## src/rtl/ple_pkg.sv

```systemverilog
package ple_pkg;

  localparam int LEN_W = 8;

  localparam logic [1:0] REQ_INSERT = 2'd0;
  localparam logic [1:0] REQ_DELETE = 2'd1;
  localparam logic [1:0] REQ_DUMP   = 2'd2;

  localparam logic [1:0] SEL_POS   = 2'd0;
  localparam logic [1:0] SEL_FRONT = 2'd1;
  localparam logic [1:0] SEL_BACK  = 2'd2;

  localparam logic [1:0] ST_OK     = 2'd0;
  localparam logic [1:0] ST_BADPOS = 2'd1;
  localparam logic [1:0] ST_EMPTY  = 2'd2;
  localparam logic [1:0] ST_FULL   = 2'd3;

  typedef enum logic [1:0] {
    OP_HOLD,
    OP_INS,
    OP_DEL,
    OP_ROT
  } cell_op_t;

  typedef enum logic {
    S_IDLE,
    S_DUMP
  } state_t;

  typedef struct packed {
    cell_op_t         op;
    logic [LEN_W-1:0] tgt;
    logic [LEN_W-1:0] last_idx;
  } cell_ctrl_t;

endpackage

```

## src/rtl/ple_cell.sv

```systemverilog
module ple_cell import ple_pkg::*; #(
  parameter int IDX        = 0,
  parameter int DATA_WIDTH = 32
) (
  input  logic                  clk,
  input  cell_ctrl_t            ctrl,
  input  logic [DATA_WIDTH-1:0] ins_data,
  input  logic [DATA_WIDTH-1:0] left_data,
  input  logic [DATA_WIDTH-1:0] right_data,
  input  logic [DATA_WIDTH-1:0] front_data,
  output logic [DATA_WIDTH-1:0] data_q
);

  localparam logic [LEN_W-1:0] MY_IDX = LEN_W'(IDX);

  logic [DATA_WIDTH-1:0] data_r;
  logic [DATA_WIDTH-1:0] data_nxt;

  always_comb begin
    data_nxt = data_r;
    case (ctrl.op)
      OP_INS: begin
        if (MY_IDX > ctrl.tgt) begin
          data_nxt = left_data;
        end else if (MY_IDX == ctrl.tgt) begin
          data_nxt = ins_data;
        end
      end
      OP_DEL: begin
        if (MY_IDX >= ctrl.tgt) begin
          data_nxt = right_data;
        end
      end
      OP_ROT: begin
        if (MY_IDX == ctrl.last_idx) begin
          data_nxt = front_data;
        end else if (MY_IDX < ctrl.last_idx) begin
          data_nxt = right_data;
        end
      end
      default: data_nxt = data_r;
    endcase
  end

  always_ff @(posedge clk) begin
    data_r <= data_nxt;
  end

  assign data_q = data_r;

endmodule

```

## src/rtl/positional_list_engine.sv

```systemverilog
// channel | valid     | stall     | payload
// input   | in_valid  | in_stall  | in_req_type in_end_select in_position in_item_value
// result  | out_valid | out_stall | out_status out_entry_count out_entry_value out_last_result
//
// insert, delete and other one-result requests are applied in a row of list cells
// a dump of n entries: a start step, then one entry per cycle while results are not stalled,
// rotating through the cell row and read through the single front-cell port
// synchronous active-low reset empties the list; cell contents are not cleared
// a stalled result holds the result register, and the next item waits behind it
module positional_list_engine import ple_pkg::*; #(
  parameter int CAPACITY   = 32,
  parameter int DATA_WIDTH = 32
) (
  input  logic        clk,
  input  logic        rst_n,
  input  logic        in_valid,
  output logic        in_stall,
  input  logic [1:0]  in_req_type,
  input  logic [1:0]  in_end_select,
  input  logic [5:0]  in_position,
  input  logic [31:0] in_item_value,
  output logic        out_valid,
  input  logic        out_stall,
  output logic [1:0]  out_status,
  output logic [5:0]  out_entry_count,
  output logic [31:0] out_entry_value,
  output logic        out_last_result
);

  localparam int CW = $clog2(CAPACITY + 1);

  logic [DATA_WIDTH-1:0] cell_q [CAPACITY];
  logic [DATA_WIDTH-1:0] ins_data;
  logic [63:0]           in_ext;
  logic [63:0]           front_ext;
  cell_ctrl_t            ctrl;

  state_t         state_r, state_nxt;
  logic [CW-1:0]  len_r, len_nxt;
  logic [CW-1:0]  k_r, k_nxt;
  logic           out_valid_r, out_valid_nxt;
  logic [1:0]     out_status_r, out_status_nxt;
  logic [5:0]     out_count_r, out_count_nxt;
  logic [31:0]    out_value_r, out_value_nxt;
  logic           out_last_r, out_last_nxt;

  logic             out_free;
  logic [LEN_W-1:0] len_ext;
  logic [LEN_W-1:0] pos_ext;
  logic [LEN_W-1:0] p_ins;
  logic [LEN_W-1:0] p_del;
  logic             ins_bad;
  logic             del_bad;
  logic             is_full;
  logic             dump_last;

  assign in_ext    = 64'(in_item_value);
  assign ins_data  = in_ext[DATA_WIDTH-1:0];
  assign front_ext = 64'(cell_q[0]);

  genvar gi;
  generate
    for (gi = 0; gi < CAPACITY; gi++) begin : g_cell
      logic [DATA_WIDTH-1:0] left_d;
      logic [DATA_WIDTH-1:0] right_d;
      if (gi == 0) begin : g_first
        assign left_d = '0;
      end else begin : g_left
        assign left_d = cell_q[gi-1];
      end
      if (gi == CAPACITY - 1) begin : g_end
        assign right_d = '0;
      end else begin : g_right
        assign right_d = cell_q[gi+1];
      end
      ple_cell #(
        .IDX        (gi),
        .DATA_WIDTH (DATA_WIDTH)
      ) u_cell (
        .clk        (clk),
        .ctrl       (ctrl),
        .ins_data   (ins_data),
        .left_data  (left_d),
        .right_data (right_d),
        .front_data (cell_q[0]),
        .data_q     (cell_q[gi])
      );
    end
  endgenerate

  assign out_free = !out_valid_r || !out_stall;
  assign in_stall = (state_r != S_IDLE) || !out_free;

  assign len_ext = LEN_W'(len_r);
  assign pos_ext = LEN_W'(in_position);
  assign is_full = len_ext >= LEN_W'(CAPACITY);

  assign p_ins = (in_end_select == SEL_FRONT) ? LEN_W'(1) :
                 (in_end_select == SEL_BACK)  ? len_ext + LEN_W'(1) : pos_ext;
  assign ins_bad = (in_end_select != SEL_POS && in_end_select != SEL_FRONT &&
                    in_end_select != SEL_BACK) ||
                   (p_ins == '0) || (p_ins > len_ext + LEN_W'(1));

  assign p_del = (in_end_select == SEL_FRONT) ? LEN_W'(1) :
                 (in_end_select == SEL_BACK)  ? len_ext : pos_ext;
  assign del_bad = (p_del == '0) || (p_del > len_ext);

  assign dump_last = (CW'(k_r + 1'b1) == len_r);

  always_comb begin
    state_nxt      = state_r;
    len_nxt        = len_r;
    k_nxt          = k_r;
    out_valid_nxt  = out_valid_r && out_stall;
    out_status_nxt = out_status_r;
    out_count_nxt  = out_count_r;
    out_value_nxt  = out_value_r;
    out_last_nxt   = out_last_r;
    ctrl.op        = OP_HOLD;
    ctrl.tgt       = '0;
    ctrl.last_idx  = '0;
    case (state_r)
      S_IDLE: begin
        if (in_valid && out_free) begin
          out_valid_nxt  = 1'b1;
          out_status_nxt = ST_OK;
          out_value_nxt  = '0;
          out_last_nxt   = 1'b1;
          case (in_req_type)
            REQ_INSERT: begin
              if (ins_bad) begin
                out_status_nxt = ST_BADPOS;
              end else if (is_full) begin
                out_status_nxt = ST_FULL;
              end else begin
                ctrl.op  = OP_INS;
                ctrl.tgt = p_ins - LEN_W'(1);
                len_nxt  = CW'(len_r + 1'b1);
              end
            end
            REQ_DELETE: begin
              if (in_end_select != SEL_POS && in_end_select != SEL_FRONT &&
                  in_end_select != SEL_BACK) begin
                out_status_nxt = ST_BADPOS;
              end else if (len_r == '0) begin
                out_status_nxt = ST_EMPTY;
              end else if (del_bad) begin
                out_status_nxt = ST_BADPOS;
              end else begin
                ctrl.op  = OP_DEL;
                ctrl.tgt = p_del - LEN_W'(1);
                len_nxt  = CW'(len_r - 1'b1);
              end
            end
            REQ_DUMP: begin
              if (len_r == '0) begin
                out_status_nxt = ST_EMPTY;
              end else begin
                out_valid_nxt = 1'b0;
                k_nxt         = '0;
                state_nxt     = S_DUMP;
              end
            end
            default: out_status_nxt = ST_OK;
          endcase
          out_count_nxt = 6'(len_nxt);
        end
      end
      S_DUMP: begin
        if (out_free) begin
          out_valid_nxt  = 1'b1;
          out_status_nxt = ST_OK;
          out_count_nxt  = 6'(len_r);
          out_value_nxt  = front_ext[31:0];
          out_last_nxt   = dump_last;
          ctrl.op        = OP_ROT;
          ctrl.last_idx  = len_ext - LEN_W'(1);
          if (dump_last) begin
            k_nxt     = '0;
            state_nxt = S_IDLE;
          end else begin
            k_nxt = CW'(k_r + 1'b1);
          end
        end
      end
      default: state_nxt = S_IDLE;
    endcase
  end

  always_ff @(posedge clk) begin
    if (!rst_n) begin
      state_r <= S_IDLE;
    end else begin
      state_r <= state_nxt;
    end
  end

  always_ff @(posedge clk) begin
    if (!rst_n) begin
      len_r       <= '0;
      k_r         <= '0;
      out_valid_r <= 1'b0;
    end else begin
      len_r       <= len_nxt;
      k_r         <= k_nxt;
      out_valid_r <= out_valid_nxt;
    end
  end

  always_ff @(posedge clk) begin
    out_status_r <= out_status_nxt;
    out_count_r  <= out_count_nxt;
    out_value_r  <= out_value_nxt;
    out_last_r   <= out_last_nxt;
  end

  assign out_valid       = out_valid_r;
  assign out_status      = out_status_r;
  assign out_entry_count = out_count_r;
  assign out_entry_value = out_value_r;
  assign out_last_result = out_last_r;

endmodule

```

## config.mk

```make
export PLATFORM = sky130hd
export DESIGN_NAME = positional_list_engine
export DESIGN_NICKNAME = d
export VERILOG_FILES = /design/src/rtl/ple_pkg.sv /design/src/rtl/ple_cell.sv /design/src/rtl/positional_list_engine.sv
export SDC_FILE = /design/constraint.sdc
export NUM_CORES = 2
export LEC_CHECK = 0
export BUFFER_PORTS_ARGS = -buffer_cell sky130_fd_sc_hd__buf_2
export CAP_MARGIN = 20
export CELL_PAD_IN_SITES_DETAIL_PLACEMENT = 0
export CELL_PAD_IN_SITES_GLOBAL_PLACEMENT = 1
export CORE_MARGIN = 1
export CORE_UTILIZATION = 42
export DETAILED_ROUTE_END_ITERATION = 10
export PLACE_DENSITY = 0.73
export SLEW_MARGIN = 20
export SYNTH_ARGS = -nofsm -noshare
export SYNTH_HDL_FRONTEND = slang
export SYNTH_SLANG_ARGS = --single-unit
```

## constraint.sdc

```tcl
create_clock -name clk -period 15 [get_ports clk]
set_clock_uncertainty 0.05 [all_clocks]
set_input_delay 1.5 -clock clk [delete_from_list [all_inputs] [get_ports clk]]
set_output_delay 1.5 -clock clk [all_outputs]
set_load 0.02 [all_outputs]
```

# Yosys cells after proc, flatten, opt, wreduce, memory -nomap -nowiden
# Index checks and enable logic that the tools add are counted.
# word_totals
in_bits,46
register_bits,1079
output_inout_bits,43
word_cells,625
# op_classes
n_eq_ne,173
add_sub_neg,7
reduce_logical,55
n_lt_le_gt_ge,99
n_mux,250
bitwise,1
# op_table
op,count
$mux W32,162
$pmux W32 S3,32
$eq A5 B8 Y1 const A,32
$ne A3 B1 Y1 const B,63
$eq A4 B8 Y1 const A,16
$ge A5 B8 Y1 const A,16
$gt A5 B8 Y1 const A,16
$lt A5 B8 Y1 const A,16
$reduce_and A4 Y1,32
$mux W6,14
$ne A2 B1 Y1 const B,36
$eq A3 B8 Y1 const A,8
$ge A4 B8 Y1 const A,8
$gt A4 B8 Y1 const A,8
$lt A4 B8 Y1 const A,8
$pmux W32 S2,1
$mux W10,4
$mux W8,5
$pmux W6 S2,3
$eq A2 B8 Y1 const A,4
$ge A3 B8 Y1 const A,4
$gt A3 B8 Y1 const A,4
$logic_not A8 Y1,4
$lt A3 B8 Y1 const A,4
36 further kinds,85

# Longest topological paths before layout
# depth
ltp_word,15
mapped_depth,23
mapped_depth_nobuf,16

# Modules after synthesis
# A second synthesis with hierarchy kept.
# unflattened
hier_cells,6824
area_unflattened_um2,76389.5
# modules_own_cells
mod,area_each_um2,cells_each,seq_area_each_um2,instances
ple_cell (g_cell[4].u_cell ...),1983.2,156,960.9,2
positional_list_engine,3792.4,400,1511.4,1
ple_cell (g_cell[5].u_cell),2922.8,326,960.9,1
ple_cell (g_cell[9].u_cell),2819.0,285,960.9,1
ple_cell (g_cell[17].u_cell),2805.2,284,960.9,1
ple_cell (g_cell[7].u_cell),2787.7,286,960.9,1
ple_cell (g_cell[11].u_cell),2741.4,263,960.9,1
ple_cell (g_cell[25].u_cell),2700.1,289,960.9,1
ple_cell (g_cell[19].u_cell),2633.8,262,960.9,1
ple_cell (g_cell[0].u_cell),2453.6,225,960.9,1
ple_cell (g_cell[29].u_cell),2446.1,239,960.9,1
ple_cell (g_cell[24].u_cell),2322.2,197,960.9,1
ple_cell (g_cell[18].u_cell),2214.6,235,960.9,1
ple_cell (g_cell[28].u_cell),2209.6,209,960.9,1
18 more rows,--,--,--,--

# Worst setup path after synthesis
# OpenSTA, ideal clock, no wires.
# synth_path
path_kind,input to register
startpoint,input port in_end_select[1]
endpoint,"register g_cell[17].u_cell.data_r[0], enable pin"
setup_ns,0.594
setup_slack_ns,4.681
t_required_ns,14.356
path_stages,19
t_arrival_ns,9.674
n_path_buf,5
path_cell_list,buf_4 > buf_2 > buf_2 > nor2b_1 > a21oi_1 > o21a_1 > inv_1 > ha_1 > nor2b_1 > o21ai_0 > a21oi_1 > o31a_1 > clkbuf_1 > nor2_2 > a32oi_2 > nor2_1 > a21oi_1 > clkbuf_1 > a2111oi_0
# synth_between
elab_chain_len,14
elab_cells_between_ends,40
classes_between,add/sub: 2; order compare: 4; eq/ne: 11; mux: 13; reduce/logical: 10
# synth_rtl
element,line,rtl
"start, declared",positional_list_engine.sv:19,"input logic [1:0] in_end_select,"
$eq A2 B2 Y1,"positional_list_engine.sv:99, positional_list_engine.sv:105",
$mux W6,positional_list_engine.sv:105,(in_end_select == SEL_BACK) ? len_ext : pos_ext;
$mux W6,positional_list_engine.sv:104,assign p_del = (in_end_select == SEL_FRONT) ? LEN_W'(1) :
$gt A6 B6 Y1 / $logic_not A8 Y1 (equally long branches),positional_list_engine.sv:106,assign del_bad = (p_del == '0) || (p_del > len_ext);
$logic_or A1 B1 Y1,positional_list_engine.sv:106,
$mux W10,positional_list_engine.sv:147,end else if (del_bad) begin
$mux W10,positional_list_engine.sv:145,end else if (len_r == '0) begin
$mux W10,positional_list_engine.sv:142,if (in_end_select != SEL_POS && in_end_select != SEL_FRONT &&
$pmux W10 S2 *,positional_list_engine.sv:129,case (in_req_type)
$mux W10 *,positional_list_engine.sv:124,if (in_valid && out_free) begin
$mux W8 / $pmux W2 S2 (equally long branches),positional_list_engine.sv:122,case (state_r)
"$gt A5 B8 Y1, or another cell as far along",ple_cell.sv:23,if (MY_IDX > ctrl.tgt) begin
"$ne A3 B1 Y1 (no line), or another cell as far along",--,
$reduce_and A4 Y1 (no line) *,--,
"end signal, assigned",ple_cell.sv:46,data_r <= data_nxt;
"end, declared",ple_cell.sv:16,logic [DATA_WIDTH-1:0] data_r;
# Every way passes the cells marked *; elsewhere a longest branch is shown, timed or not.
# A chain may end at the register's enable or synchronous reset.

# Worst setup path after layout
# layout_path
startpoint,input port in_end_select[1]
endpoint,register g_cell[8].u_cell.data_r[14] (data pin)
# layout_between
elab_chain_len,14
elab_cells_between_ends,35
classes_between,add/sub: 2; order compare: 3; eq/ne: 7; mux: 15; reduce/logical: 8
# layout_rtl
element,line,rtl
$eq A2 B2 Y1,"positional_list_engine.sv:99, positional_list_engine.sv:105",
$mux W6,positional_list_engine.sv:105,
$mux W6,positional_list_engine.sv:104,
$gt A6 B6 Y1 / $logic_not A8 Y1 (equally long branches),positional_list_engine.sv:106,
$logic_or A1 B1 Y1,positional_list_engine.sv:106,
$mux W10,positional_list_engine.sv:147,
$mux W10,positional_list_engine.sv:145,
$mux W10,positional_list_engine.sv:142,
$pmux W10 S2 *,positional_list_engine.sv:129,
$mux W10 *,positional_list_engine.sv:124,
$mux W8,positional_list_engine.sv:122,
$gt A4 B8 Y1,ple_cell.sv:23,
$mux W32,ple_cell.sv:23,
$pmux W32 S3 *,ple_cell.sv:21,case (ctrl.op)
via g_cell[8].u_cell.data_nxt[14],ple_cell.sv:17,logic [DATA_WIDTH-1:0] data_nxt;
"end signal, assigned",ple_cell.sv:46,
"end, declared",ple_cell.sv:16,
# The timed path passes the listed nets; every way through them passes the cells marked *.

==> metrics.md <==
| Metric | Value |
|---|---|
| Syn Std Cell Area | `61600 um2` |
| R2R Path Start | `len_r[2]` |
| CTS max path bufs | `3` |
| Clock Tree Root | `clkbuf_16` |
| Non-Filler Instances | `7253` |
| Total gr overflow | `0` |
| Rows | `140` |
| Pwr Density | `121 nW/um2` |
| Skew-Pair Late Insertion Delay | `0.77 ns` |
| Routed WL | `254 mm` |
| CTS H-tree lvls | `3` |
| WHS | `0.493 ns` |
| Worst EP required | `15.43 ns` |
| Setup CP Type | `primary input to register` |
| Top-count cell post-synth | `edfxtp_1` |
| Die Wd | `385 um` |
| Final Critical Period | `7.58 ns` |
| Via count | `51534` |
| Storage element area | `32300 um2` |
| Largest cells by area after synthesis | `edfxtp_1 (52%), mux2i_1 (14%), a22oi_1 (11%)` |
| Post-synth top cells | `edfxtp_1 (1065), a22oi_1 (864), mux2i_1 (837), o21ai_0 (545), clkbuf_1 (534)` |
| Critical Path End Type | `register` |
| Layout area overhead | `10.2%` |
| Synth Net Count | `5548` |
| Critical Path Source Type | `primary input` |
| Vias per inst | `7.11` |
| Port Buf Inserts | `88` |
| Yosys top cell by area | `edfxtp_1` |
| Clk slew on worst S/H paths | `0.06 ns` |
| Critical path data arrival time | `8.00 ns` |
| Post-synth top flop | `edfxtp_1` |
| RSZ-0062 raised after global routing | `no` |
| Fin. Hold Viols | `0` |
| Tightest Pin Transition | `1.26 ns` |
| # hold bufs at CTS | `0` |
| Multi-input gate area | `27200 um2` |
| Layout cell share with drive strength beyond 1 | `0.113` |
| Number of remaining DRC errors | `0` |
| Worst Slack Setup Final | `7.42 ns` |
| GRT Overall Usage | `0.332` |
| Resized Gates After CTS | `0` |
| HPWL after detailed placement | `157 mm` |
| DIE AREA | `148000 um2` |
| Final core occ | `0.466` |
| Clock sink count | `1079` |
| Top-area cell type share of the netlist area | `0.520` |
| TritonCTS buffer count | `119` |
| Count of cell types in the netlist | `87` |
| Gate count of the mapped netlist | `5484` |
| Post-synth EDFFs | `1065` |
| Filler Cells Inserted | `13335` |
| Post-Layout Inst Area | `67800 um2` |
| Max-slew headroom | `0.148` |
| WHS Endpoint | `g_cell[30].u_cell.data_q[19]` |
| DRT Pass-1 Iters | `9` |
| Maximum VDD drop | `0.0000943 V` |
| Nets | `5287` |
| Hold Crit Start | `g_cell[31].u_cell.data_q[19]` |
| Post-CTS Repair Setup Buffers | `0` |
| Die height | `385 um` |
| Max Clk Rate | `132 MHz` |
| Final Power | `8.21 mW` |
| Hold crit path type | `register to register` |
| Max Cap Viol | `0` |
| IO Count | `89` |
| Synth Register Bits | `1079` |
| Leakage power | `21.4 nW` |
| CTS tree | `built` |
| Initial core utilization | `0.423` |
| Global placement routability congestion | `0.976` |
| Vias in the first global route | `48955` |
| Sequential area share after synthesis | `0.524` |
| Final slew viol count | `0` |
| Cells on worst reg2reg path | `13` |
| Setup Viol. Count Final | `0` |
| Final worst-path cycle share | `0.505` |
| Dpl cells | `7013` |
| Mean routed wirelength per cell | `35.1 um` |
| Pre-CTS WS | `6.83 ns` |
| Post-placement cell area | `63800 um2` |
| Post-synthesis async set-or-reset flop share | `0` |
| Outcome | `complete, no violations` |
| Wire length of the first global-routing pass | `360 mm` |
| DR iter-0 viols | `7977` |
| Hold path cells | `2` |
| Post-route setup TNS | `0 ns` |
| RR Endpoint | `g_cell[8].u_cell.data_q[14]` |
| Yosys Warn Count | `0` |
| R2R setup slack | `7.84 ns` |
| Antenna Violating Nets Remaining | `0` |
| Initial antenna violation count | `11` |
| CORE AREA | `146000 um2` |
| Mean post-synth cell area | `11.2 um2` |
| Largest net degree at the start of global routing | `204` |
| Max Fanout on Critical Path | `203` |
## layer usage
layer | up-vias | share of wire | routed length, um | GRT usage
met4 | 8 | 0.051 | 13100 | 0.160
met5 | - | 0.00018 | 46 | 0
met1 | 25868 | 0.40 | 101000 | 0.461
met2 | 3858 | 0.42 | 108000 | 0.475
met3 | 623 | 0.13 | 32900 | 0.0915
li1 | 21177 | - | - | -
## how the worst max path moves through the flow
stage,start,cells after the start,slack (ns),to
floorplan,in_end_select[1],19,4.68,g_cell[17].u_cell.data_q[0]
global placement,in_end_select[1],17,6.91,g_cell[7].u_cell.data_q[31]
detailed placement,in_end_select[1],17,6.83,g_cell[9].u_cell.data_q[31]
CTS,in_end_select[1],17,7.67,g_cell[9].u_cell.data_q[31]
global route,in_end_select[1],17,7.08,g_cell[6].u_cell.data_q[6]
finish,in_end_select[1],17,7.42,g_cell[8].u_cell.data_q[14]
## sequential cells by signal (all words and copies together) (netlist names)
| signal | cells |
|---|---|
| g_cell.u_cell.data_q | 1024 |
| out_entry_value | 32 |
| k_r | 6 |
| len_r | 6 |
| out_entry_count | 6 |
| out_status | 2 |
| out_last_result | 1 |
| out_valid | 1 |
| state_r | 1 |
## final cells by class
class,count,area share
clock inverters,53,0.00771
inverters,18,0.000996
clock buffers,167,0.0487
well taps,1917,0.0354
diodes,14,0.000516
multi-input cells,3720,0.400
repair buffers,285,0.0309
flip-flops and latches,1079,0.476
## report_power, final
group	switching [mW]	leakage [nW]	internal (mW)	total, mW
clock	1.30	1.86	1.68	2.98
combinational	0.937	9.71	0.398	1.34
sequential	0.210	9.88	3.69	3.90
total	2.44	21.4	5.77	8.21
## cell usage in the layout, fill, tap and decap left out, types with 18 or more instances in the layout
master / instances
nor2_2: 22
buf_2: 88
clkbuf_1: 40
a22oi_1: 864
nor3_2: 21
a22o_1: 33
clkinv_1: 28
clkbuf_16: 125
nor2_1: 48
nand2_1: 248
o211ai_1: 100
o21ai_0: 545
o2111ai_1: 34
o21ai_1: 325
edfxtp_1: 1065
and2_1: 75
xnor2_1: 21
ha_1: 18
mux2i_1: 837
a222oi_1: 32
a21o_1: 35
buf_4: 184
a221o_1: 32
a21oi_1: 68
nand3_1: 117
## kinds of logic after synthesis
logic type	synth area share
buf+inv	0.0465
simple gates	0.0492
compound gates	0.236
xor+xnor	0.00396
flops	0.524
fa+ha+maj	0.00366
mux	0.137
## critical path, stage by stage
cell and delay [ns]:
buf_2 0.38, and2_1 0.38, nand2_1 0.12, o21a_1 0.15
inv_1 0.06, ha_1 0.23, nor2b_1 0.13, o21ai_0 0.17
a21oi_1 0.09, o31a_1 0.35, or2_0 0.51, o21ai_4 0.27
buf_12 0.57, buf_12 0.62, buf_4 0.92, buf_4 0.91
o21ai_0 0.26
(Power assumes the default switching activity.)
